## src/cad_pkg.sv

```systemverilog
// Shared constants, types and angle table for the CORDIC atan2 pipeline.
package cad_pkg;

   // number of vectoring cells in the chain (1 to 8)
   localparam int ITERATIONS      = 7;
   localparam int ANGLE_FRAC_BITS = 16;
   localparam int INPUT_WIDTH     = 16;
   localparam int OUT_WIDTH       = 25;

   // x/y datapath: magnitude plus CORDIC growth plus sign, with headroom
   localparam int XY_WIDTH  = INPUT_WIDTH + 4;
   // angle accumulator width
   localparam int SUM_WIDTH = OUT_WIDTH;
   // shift amount / table index width
   localparam int IDX_WIDTH = 3;

   // 180 degrees in the angle format
   localparam logic signed [SUM_WIDTH-1:0] HALF_TURN =
      SUM_WIDTH'(180 * (64'd1 << ANGLE_FRAC_BITS));

   // atan(2^-i) in degrees: milli-degrees times 2^ANGLE_FRAC_BITS / 1000, rounded to nearest
   // (45, 26.565, 14.036, 7.125, 3.576, 1.790, 0.895, 0.448)
   localparam logic signed [SUM_WIDTH-1:0] ATAN_TABLE [8] = '{
      SUM_WIDTH'(((64'd45000 << ANGLE_FRAC_BITS) + 64'd500) / 64'd1000),
      SUM_WIDTH'(((64'd26565 << ANGLE_FRAC_BITS) + 64'd500) / 64'd1000),
      SUM_WIDTH'(((64'd14036 << ANGLE_FRAC_BITS) + 64'd500) / 64'd1000),
      SUM_WIDTH'(((64'd7125  << ANGLE_FRAC_BITS) + 64'd500) / 64'd1000),
      SUM_WIDTH'(((64'd3576  << ANGLE_FRAC_BITS) + 64'd500) / 64'd1000),
      SUM_WIDTH'(((64'd1790  << ANGLE_FRAC_BITS) + 64'd500) / 64'd1000),
      SUM_WIDTH'(((64'd895   << ANGLE_FRAC_BITS) + 64'd500) / 64'd1000),
      SUM_WIDTH'(((64'd448   << ANGLE_FRAC_BITS) + 64'd500) / 64'd1000)
   };

   // payload carried from cell to cell
   typedef struct packed {
      logic                        y_neg;
      logic                        x_neg;
      logic signed [XY_WIDTH-1:0]  x;
      logic signed [XY_WIDTH-1:0]  y;
      logic signed [SUM_WIDTH-1:0] sum;
   } stage_type;

endpackage

```

## src/cad_cell.sv

```systemverilog
// One vectoring CORDIC rotation cell of the pipeline chain.
module cad_cell (
   input  logic                                 clock,
   input  logic                                 reset,
   input  logic [cad_pkg::IDX_WIDTH-1:0]        shift,
   input  logic                                 in_valid,
   input  cad_pkg::stage_type                   in_stage,
   output logic                                 out_valid,
   output cad_pkg::stage_type                   out_stage
);

   logic               valid_ff;
   cad_pkg::stage_type stage_ff;
   cad_pkg::stage_type stage_in;
   logic signed [cad_pkg::XY_WIDTH-1:0]  x_sh;
   logic signed [cad_pkg::XY_WIDTH-1:0]  y_sh;
   logic signed [cad_pkg::SUM_WIDTH-1:0] angle;

   // rotate toward the x axis; y at zero means done, pass through
   always_comb begin
      x_sh     = in_stage.x >>> shift;
      y_sh     = in_stage.y >>> shift;
      angle    = cad_pkg::ATAN_TABLE[shift];
      stage_in = in_stage;
      if (in_stage.y != '0) begin
         if (!in_stage.y[cad_pkg::XY_WIDTH-1]) begin
            stage_in.x   = in_stage.x + y_sh;
            stage_in.y   = in_stage.y - x_sh;
            stage_in.sum = in_stage.sum + angle;
         end else begin
            stage_in.x   = in_stage.x - y_sh;
            stage_in.y   = in_stage.y + x_sh;
            stage_in.sum = in_stage.sum - angle;
         end
      end
   end

   // valid bit
   always_ff @(posedge clock) begin
      if (reset) begin
         valid_ff <= 1'b0;
      end else begin
         valid_ff <= in_valid;
      end
   end

   // payload
   always_ff @(posedge clock) begin
      stage_ff <= stage_in;
   end

   assign out_valid = valid_ff;
   assign out_stage = stage_ff;

endmodule

```

## src/cad_quad.sv

```systemverilog
// Quadrant correction and output register of the atan2 pipeline.
module cad_quad (
   input  logic                                 clock,
   input  logic                                 reset,
   input  logic                                 in_valid,
   input  cad_pkg::stage_type                   in_stage,
   output logic                                 rsp_valid,
   output logic signed [cad_pkg::OUT_WIDTH-1:0] rsp_angle_deg
);

   logic                                  valid_ff;
   logic signed [cad_pkg::OUT_WIDTH-1:0]  angle_ff;
   logic signed [cad_pkg::OUT_WIDTH-1:0]  angle_in;

   // map first-quadrant angle onto the full circle
   always_comb begin
      case ({in_stage.x_neg, in_stage.y_neg})
         2'b00:   angle_in = in_stage.sum;
         2'b01:   angle_in = -in_stage.sum;
         2'b10:   angle_in = cad_pkg::HALF_TURN - in_stage.sum;
         default: angle_in = in_stage.sum - cad_pkg::HALF_TURN;
      endcase
   end

   always_ff @(posedge clock) begin
      if (reset) begin
         valid_ff <= 1'b0;
      end else begin
         valid_ff <= in_valid;
      end
   end

   always_ff @(posedge clock) begin
      angle_ff <= angle_in;
   end

   assign rsp_valid     = valid_ff;
   assign rsp_angle_deg = angle_ff;

endmodule

```

## src/cordic_atan2_degrees_top.sv

```systemverilog
// rsp_valid rises once a request has passed the front, rotation and quadrant registers.
// Throughput: one request per cycle; busy is always low, each cell is one pipeline stage.
// The chain is one magnitude stage, one cell per rotation, then the quadrant stage.
// Synchronous active-high reset clears all valid bits; data registers are not reset.
// Results appear for one cycle on rsp_valid and the receiver cannot stall.
module cordic_atan2_degrees_top (
   input  logic                                   clock,
   input  logic                                   reset,
   input  logic                                   start,
   output logic                                   busy,
   input  logic signed [cad_pkg::INPUT_WIDTH-1:0] req_y_in,
   input  logic signed [cad_pkg::INPUT_WIDTH-1:0] req_x_in,
   output logic                                   rsp_valid,
   output logic signed [cad_pkg::OUT_WIDTH-1:0]   rsp_angle_deg
);

   logic                                 front_valid_ff;
   cad_pkg::stage_type                   front_ff;
   cad_pkg::stage_type                   front_in;
   logic signed [cad_pkg::XY_WIDTH-1:0]  y_ext;
   logic signed [cad_pkg::XY_WIDTH-1:0]  x_ext;

   logic               chain_valid [cad_pkg::ITERATIONS+1];
   cad_pkg::stage_type chain_stage [cad_pkg::ITERATIONS+1];

   // pipeline never stalls
   assign busy = 1'b0;

   // front stage: signs and magnitudes
   always_comb begin
      y_ext          = cad_pkg::XY_WIDTH'(req_y_in);
      x_ext          = cad_pkg::XY_WIDTH'(req_x_in);
      front_in.y_neg = req_y_in[cad_pkg::INPUT_WIDTH-1];
      front_in.x_neg = req_x_in[cad_pkg::INPUT_WIDTH-1];
      front_in.y     = front_in.y_neg ? -y_ext : y_ext;
      front_in.x     = front_in.x_neg ? -x_ext : x_ext;
      front_in.sum   = '0;
   end

   always_ff @(posedge clock) begin
      if (reset) begin
         front_valid_ff <= 1'b0;
      end else begin
         front_valid_ff <= start & ~busy;
      end
   end

   always_ff @(posedge clock) begin
      front_ff <= front_in;
   end

   assign chain_valid[0] = front_valid_ff;
   assign chain_stage[0] = front_ff;

   // rotation cells
   for (genvar i = 0; i < cad_pkg::ITERATIONS; i++) begin : g_cell
      cad_cell u_cell (
         .clock     (clock),
         .reset     (reset),
         .shift     (cad_pkg::IDX_WIDTH'(i)),
         .in_valid  (chain_valid[i]),
         .in_stage  (chain_stage[i]),
         .out_valid (chain_valid[i+1]),
         .out_stage (chain_stage[i+1])
      );
   end

   // quadrant correction and output
   cad_quad u_quad (
      .clock         (clock),
      .reset         (reset),
      .in_valid      (chain_valid[cad_pkg::ITERATIONS]),
      .in_stage      (chain_stage[cad_pkg::ITERATIONS]),
      .rsp_valid     (rsp_valid),
      .rsp_angle_deg (rsp_angle_deg)
   );

endmodule
```

## config.mk

```make
export PLATFORM = sky130hd
export DESIGN_NAME = cordic_atan2_degrees_top
export DESIGN_NICKNAME = d
export VERILOG_FILES = /design/src/cad_pkg.sv /design/src/cad_cell.sv /design/src/cad_quad.sv /design/src/cordic_atan2_degrees_top.sv
export SDC_FILE = /design/constraint.sdc
export NUM_CORES = 1
export LEC_CHECK = 0
export BUFFER_PORTS_ARGS = -buffer_cell sky130_fd_sc_hd__buf_2
export CORE_MARGIN = 1
export CORE_UTILIZATION = 45
export DETAILED_ROUTE_END_ITERATION = 12
export SYNTH_ARGS = -nofsm -noshare
export SYNTH_HDL_FRONTEND = slang
export SYNTH_SLANG_ARGS = --single-unit
```

## constraint.sdc

```tcl
create_clock -name clock -period 5.6 [get_ports clock]
set_input_delay 0.84 -clock clock [delete_from_list [all_inputs] [get_ports clock]]
set_output_delay 0.84 -clock clock [all_outputs]
set_load 0.05 [all_outputs]
```

# Word-level counts from Yosys, hierarchy flattened
# Cells that the tools add are included.
[word_totals]
reg_bits = 485
latchBits = 0
ramBits = 0
romBits = 0
input_bits = 35
output_inout_bits = 27
elab_cells = 115
n_memories = 0
[op_classes]
add_sub_neg = 40
multipliers = 0
div_mod_pow = 0
magnitude_cmp = 0
n_eq_ne = 2
shift = 0
mux = 17
n_bitwise = 0
n_reduce_logical = 8
[ops]
columns = ["op", "n"]
rows = [
  ["$mux 65", 12],
  ["$reduce_bool 20->1", 7],
  ["$pmux 25 s3", 1],
  ["$mux 25", 2],
  ["$add 20x15->20", 2],
  ["$add 20x16->20", 2],
  ["$add 20x17->20", 2],
  ["$add 20x18->20", 2],
  ["$add 20x19->20", 2],
  ["$neg 16->20", 2],
  ["$sub 20x15->20", 2],
  ["$sub 20x16->20", 2],
  ["$sub 20x17->20", 2],
  ["$sub 20x18->20", 2],
  ["$sub 20x19->20", 2],
  ["$sub 20x20->20", 2],
  ["$mux 15", 2],
  ["$add 25x17->25 const B", 1],
  ["$add 25x18->25 const B", 1],
  ["$add 25x19->25 const B", 1],
  ["$add 25x20->25 const B", 1],
  ["$add 25x21->25 const B", 1],
  ["$add 25x22->25 const B", 1],
  ["$neg 25->25", 1],
  ["other kinds (12)", 12],
]

# Longest topological paths before layout
[logic_depth]
ltp_word = 3
mapped_depth = 18
mapped_depth_nobuf = 18

# By module
# A second synthesis with hierarchy kept.
[unflattened]
hier_cells = 7407
area_unflattened_um2 = 59319.4
[by_module_without_submodules]
columns = ["mod", "instances", "cells_per_inst", "area_each_um2", "seq_area_each_um2"]
rows = [
  ["cad_cell at g_cell[3].u_cell ...", 2, 1024, 8167.8, 1361.3],
  ["cad_cell at g_cell[0].u_cell ...", 2, 1004, 8020.2, 1361.3],
  ["cad_cell at g_cell[6].u_cell", 1, 1041, 8167.8, 1361.3],
  ["cad_cell at g_cell[5].u_cell", 1, 1018, 7983.9, 1361.3],
  ["cad_cell at g_cell[1].u_cell", 1, 998, 7883.8, 1361.3],
  ["cordic_atan2_degrees_top", 1, 133, 1531.5, 860.8],
  ["cad_quad", 1, 161, 1376.3, 520.5],
]

# Least setup slack after synthesis
# Ideal clock, no wire load.
[synth_timing]
path_kind = "register to register"
start = "register g_cell[3].u_cell.stage_ff, in the netlist g_cell[3].u_cell.out_stage[44]"
end = "register g_cell[4].u_cell.stage_ff, in the netlist g_cell[4].u_cell.out_stage[41]"
setup_time_ns = 0.128
t_arrival_ns = 3.732
required_ns = 5.472
slack_ns = 1.741
stages_incl_launch_ff = 15
n_path_buf = 2
period_less_slack_ns = 3.859
path_cell_list = "dfxtp_1 clkbuf_1 clkbuf_1 mux2_2 fa_1 a21o_1 a21oi_1 o21ai_1 a2111oi_0 o31ai_1 a21oi_1 nor2b_1 o41ai_1 xor2_1 nor2_1"
[synth_lines]
columns = ["element", "line_no", "text"]
rows = [
  ["start, declared", "cad_cell.sv:13", "cad_pkg::stage_type stage_ff;"],
  ["start signal, assigned", "cad_cell.sv:49", "stage_ff <= stage_in;"],
  ["end signal, assigned", "cad_cell.sv:49", ""],
  ["end, declared", "cad_cell.sv:13", ""],
]

==> key figures <==
Route
  – Avg WL per Cell: 16.2 um
  – DRC Markers: 0
  – Drt first pass iters: 7
  – Vias: 25600
  – Routed WL: 76.5 mm
  – Final ANT Viol Nets: 0
  – DR iter-0 viols: 1325
  – DR vias/cell: 5.43

Synth
  – Count of cell types in the netlist: 87
  – Post-synthesis sequential area ratio: 29.1%
  – Post-synth EDFFs: 0
  – Cell count after synthesis: 3777
  – Top cells by area, synth: dfxtp_1 29%, ha_1 14%, xnor2_1 7.1%
  – Synth warnings: 0
  – #FFs+latches synth: 445
  – Synth top area share: 29.1%
  – Post-synth top area cell: dfxtp_1
  – Netlist Area Pre-Place: 30600 um^2
  – Async SR Flop Fraction: 0%
  – Top_reg_cell synth: dfxtp_1
  – Avg Cell Area, Syn: 8.11 um^2

Worst hold path
  – Hold Crit Class: reg2reg

Timing
  – Period utilization: 73.1%
  – Fmax: 244 MHz
  – Worst-case clock skew: 0.0234 ns
  – Setup_tns: 0 ns
  – Worst slew margin: 27.9%
  – Least-Margin Pin Slew: 1.08 ns
  – Max Slew Vio Count: 0
  – Final min period: 4.09 ns
  – RSZ-0062 raised after global routing: false
  – Setup ws final: 1.51 ns
  – Hold Vio Cnt, Final: 0
  – Setup-failing EPs final: 0

Global route
  – Vias in the first global route: 24900
  – Initial antenna violation count: 2
  – Grt total ovfl: 0
  – Global Route Usage Sum: 21.9%
  – Pin count of the biggest net entering global routing: 52
  – Global-route wire length before repair: 125 mm

Placement
  – Cell Area, Placed: 31800 um^2
  – Port bufs: 60
  – HPWL Detailed: 60.1 mm
  – GP Congestion: 0.881
  – Placed cells: 4628
  – Pre-CTS setup slack: 1.55 ns

Final layout
  – Synthesis-to-finish area growth: 9.63%
  – Diode count: 0
  – Share of layout cells above drive strength 1: 6.03%
  – Final instance area: 33600 um^2
  – Final Non-Filler Cells: 4719
  – Final #Nets: 4204

Floorplan
  – I/O pin total: 62
  – Initial core utilization: 45.5%
  – Site row count: 95
  – Die height: 263 um
  – Core footprint: 67300 um^2
  – Die area: 69100 um^2
  – Die width: 263 um

Worst setup path
  – WS Path Type: reg2reg
  – Worst setup EP type: flip-flop
  – Worst Path Max Fanout: 18
  – Crit start category: flip-flop
  – Crit path arrival time: 4.58 ns
  – Slowest cell on crit path: dfxtp_1
  – Crit path max-delay family: compound AO/OA/AOI/OAI gates
  – Worst Path Required: 6.09 ns
  – Critical path, cell by cell: inv_1 > ha_1 > nand2_1 > o31ai_1 > nand4_1 > a31oi_1 > nand2b_1 > a21boi_1 > o21ai_0 > a21oi_1 > xor2_1 > mux2_2
  – Buf+Inv Stages, Crit Path: 1
  – Crit path largest cell delay: 0.85 ns

CTS
  – Cts bufs inserted: 49
  – Resized cells post-CTS: 0
  – Post-CTS Hold Buffers: 0
  – Max Buffers Root-to-Sink: 3
  – CTS root buf: clkbuf_16
  – Clock slew at reported path FFs: 0.06 ns
  – CTS sink count: 445
  – Skew-Pair Late Insertion Delay: 0.61 ns
  – Number of setup buffers added after CTS: 0
  – TritonCTS clock tree: done
  – # H-tree levels: 2

Run
  – Max-cap violations: 0

Outcome
  – Status: finished clean
## worst reg2reg max path: stages (launching register included)
cell	delay (ns)
dfxtp_1	0.85
inv_1	0.41
ha_1	0.52
nand2_1	0.14
o31ai_1	0.62
nand4_1	0.21
a31oi_1	0.24
nand2b_1	0.11
a21boi_1	0.20
o21ai_0	0.15
a21oi_1	0.19
xor2_1	0.08
mux2_2	0.26
## cell type report
type	count	area [um^2]
inverter	195	732
timing repair buffer	80	450
multi-input combinational	3035	20600
fill	6565	33700
tap	873	1090
sequential	445	8910
clock inverter	29	408
clock buffer	62	1370
## cell usage in the layout, fill, tap and decap left out, drive strengths merged, types with 11 or more instances in the layout
cell | synthesis | routed
a2111oi | 11 | 11
a211oi | 20 | 20
a21boi | 13 | 13
a21o | 103 | 103
a21oi | 372 | 372
a31oi | 33 | 33
and2 | 22 | 22
and3 | 26 | 26
buf | 23 | 80
clkbuf | 87 | 62
clkinv | 1 | 12
dfxtp | 445 | 445
fa | 18 | 18
ha | 345 | 345
inv | 194 | 198
mux2 | 20 | 20
mux2i | 17 | 17
nand2 | 343 | 343
nand2b | 46 | 46
nand3 | 44 | 44
nor2 | 378 | 378
nor2b | 44 | 44
nor3 | 103 | 103
nor4 | 33 | 33
o211ai | 11 | 11
o21a | 31 | 31
o21ai | 293 | 293
o21bai | 38 | 38
o31ai | 36 | 36
o41ai | 20 | 20
or2 | 13 | 13
or3 | 29 | 29
xnor2 | 248 | 248
xor2 | 188 | 188
## cells in the mapped netlist, types with 29 or more instances
master    number
ha_1         345
nor3_1       100
o21a_1        31
nor2b_1       44
clkbuf_1      87
nand3_1       44
o31ai_1       35
xor2_1       188
a31oi_1       33
inv_1        191
o21ai_1       67
or3_1         29
nor2_1       378
a21o_1       103
nand2b_1      46
o21bai_1      38
dfxtp_1      445
a21oi_1      370
o21ai_0      224
nor4_1        31
nand2_1      343
xnor2_1      248
## state kept, by name, indices dropped and copies added (netlist names)
signal,flops
g_cell.u_cell.out_stage,369
g_cell.u_cell.out_valid,7
u_quad.rsp_angle_deg,25
u_quad.rsp_valid,1
chain_stage,42
front_valid_ff,1
## through the flow
stage / utilization (%) / hold WS, ns
global route: 49.9 / 0.328
finish: 49.9 / 0.320
floorplan: - / 0.310
CTS: 49.9 / 0.317
global placement: 47.3 / 0.310
detailed placement: 47.3 / 0.312
## per-layer routing
metal / share of wire (%) / GRT usage, % / vias to the layer above / wire [um]
li1: - / - / 13300 / -
met5: 0 / 0 / - / 0
met1: 44 / 26.1 / 11700 / 33400
met3: 3.4 / 2.36 / 153 / 2610
met4: 3.5 / 8.01 / 0 / 2670
met2: 49 / 40.4 / 464 / 37900
## worst paths after layout
kind | start | to | slack [ns] | cells past startpoint
setup / recovery | g_cell[5].u_cell.out_stage[44] | g_cell[6].u_cell.out_stage[23] | 1.51 | 12
hold / removal | chain_stage[535] | g_cell[0].u_cell.out_stage[66] | 0.32 | 0
setup reg to reg | g_cell[5].u_cell.out_stage[44] | g_cell[6].u_cell.out_stage[23] | 1.51 | 12
hold reg to reg | chain_stage[535] | g_cell[0].u_cell.out_stage[66] | 0.32 | 0
## cell families (layout without fill, tap and decap cells)
| logic type | after synthesis | count (layout) | synth area share, % |
|---|---|---|---|
| compound gates | 1062 | 1062 | 21.2 |
| xor+xnor | 436 | 436 | 12.5 |
| fa+ha+maj | 363 | 363 | 15.3 |
| buf+inv | 305 | 366 | 3.79 |
| flops | 445 | 445 | 29.1 |
| mux | 37 | 37 | 1.29 |
| other cells | 1 | 9 | 0.0122 |
| simple gates | 1128 | 1128 | 16.9 |
Power is left out: the tool's default activity adds up to more than one toggle a clock period on the data nets, which glitch-free logic cannot reach.
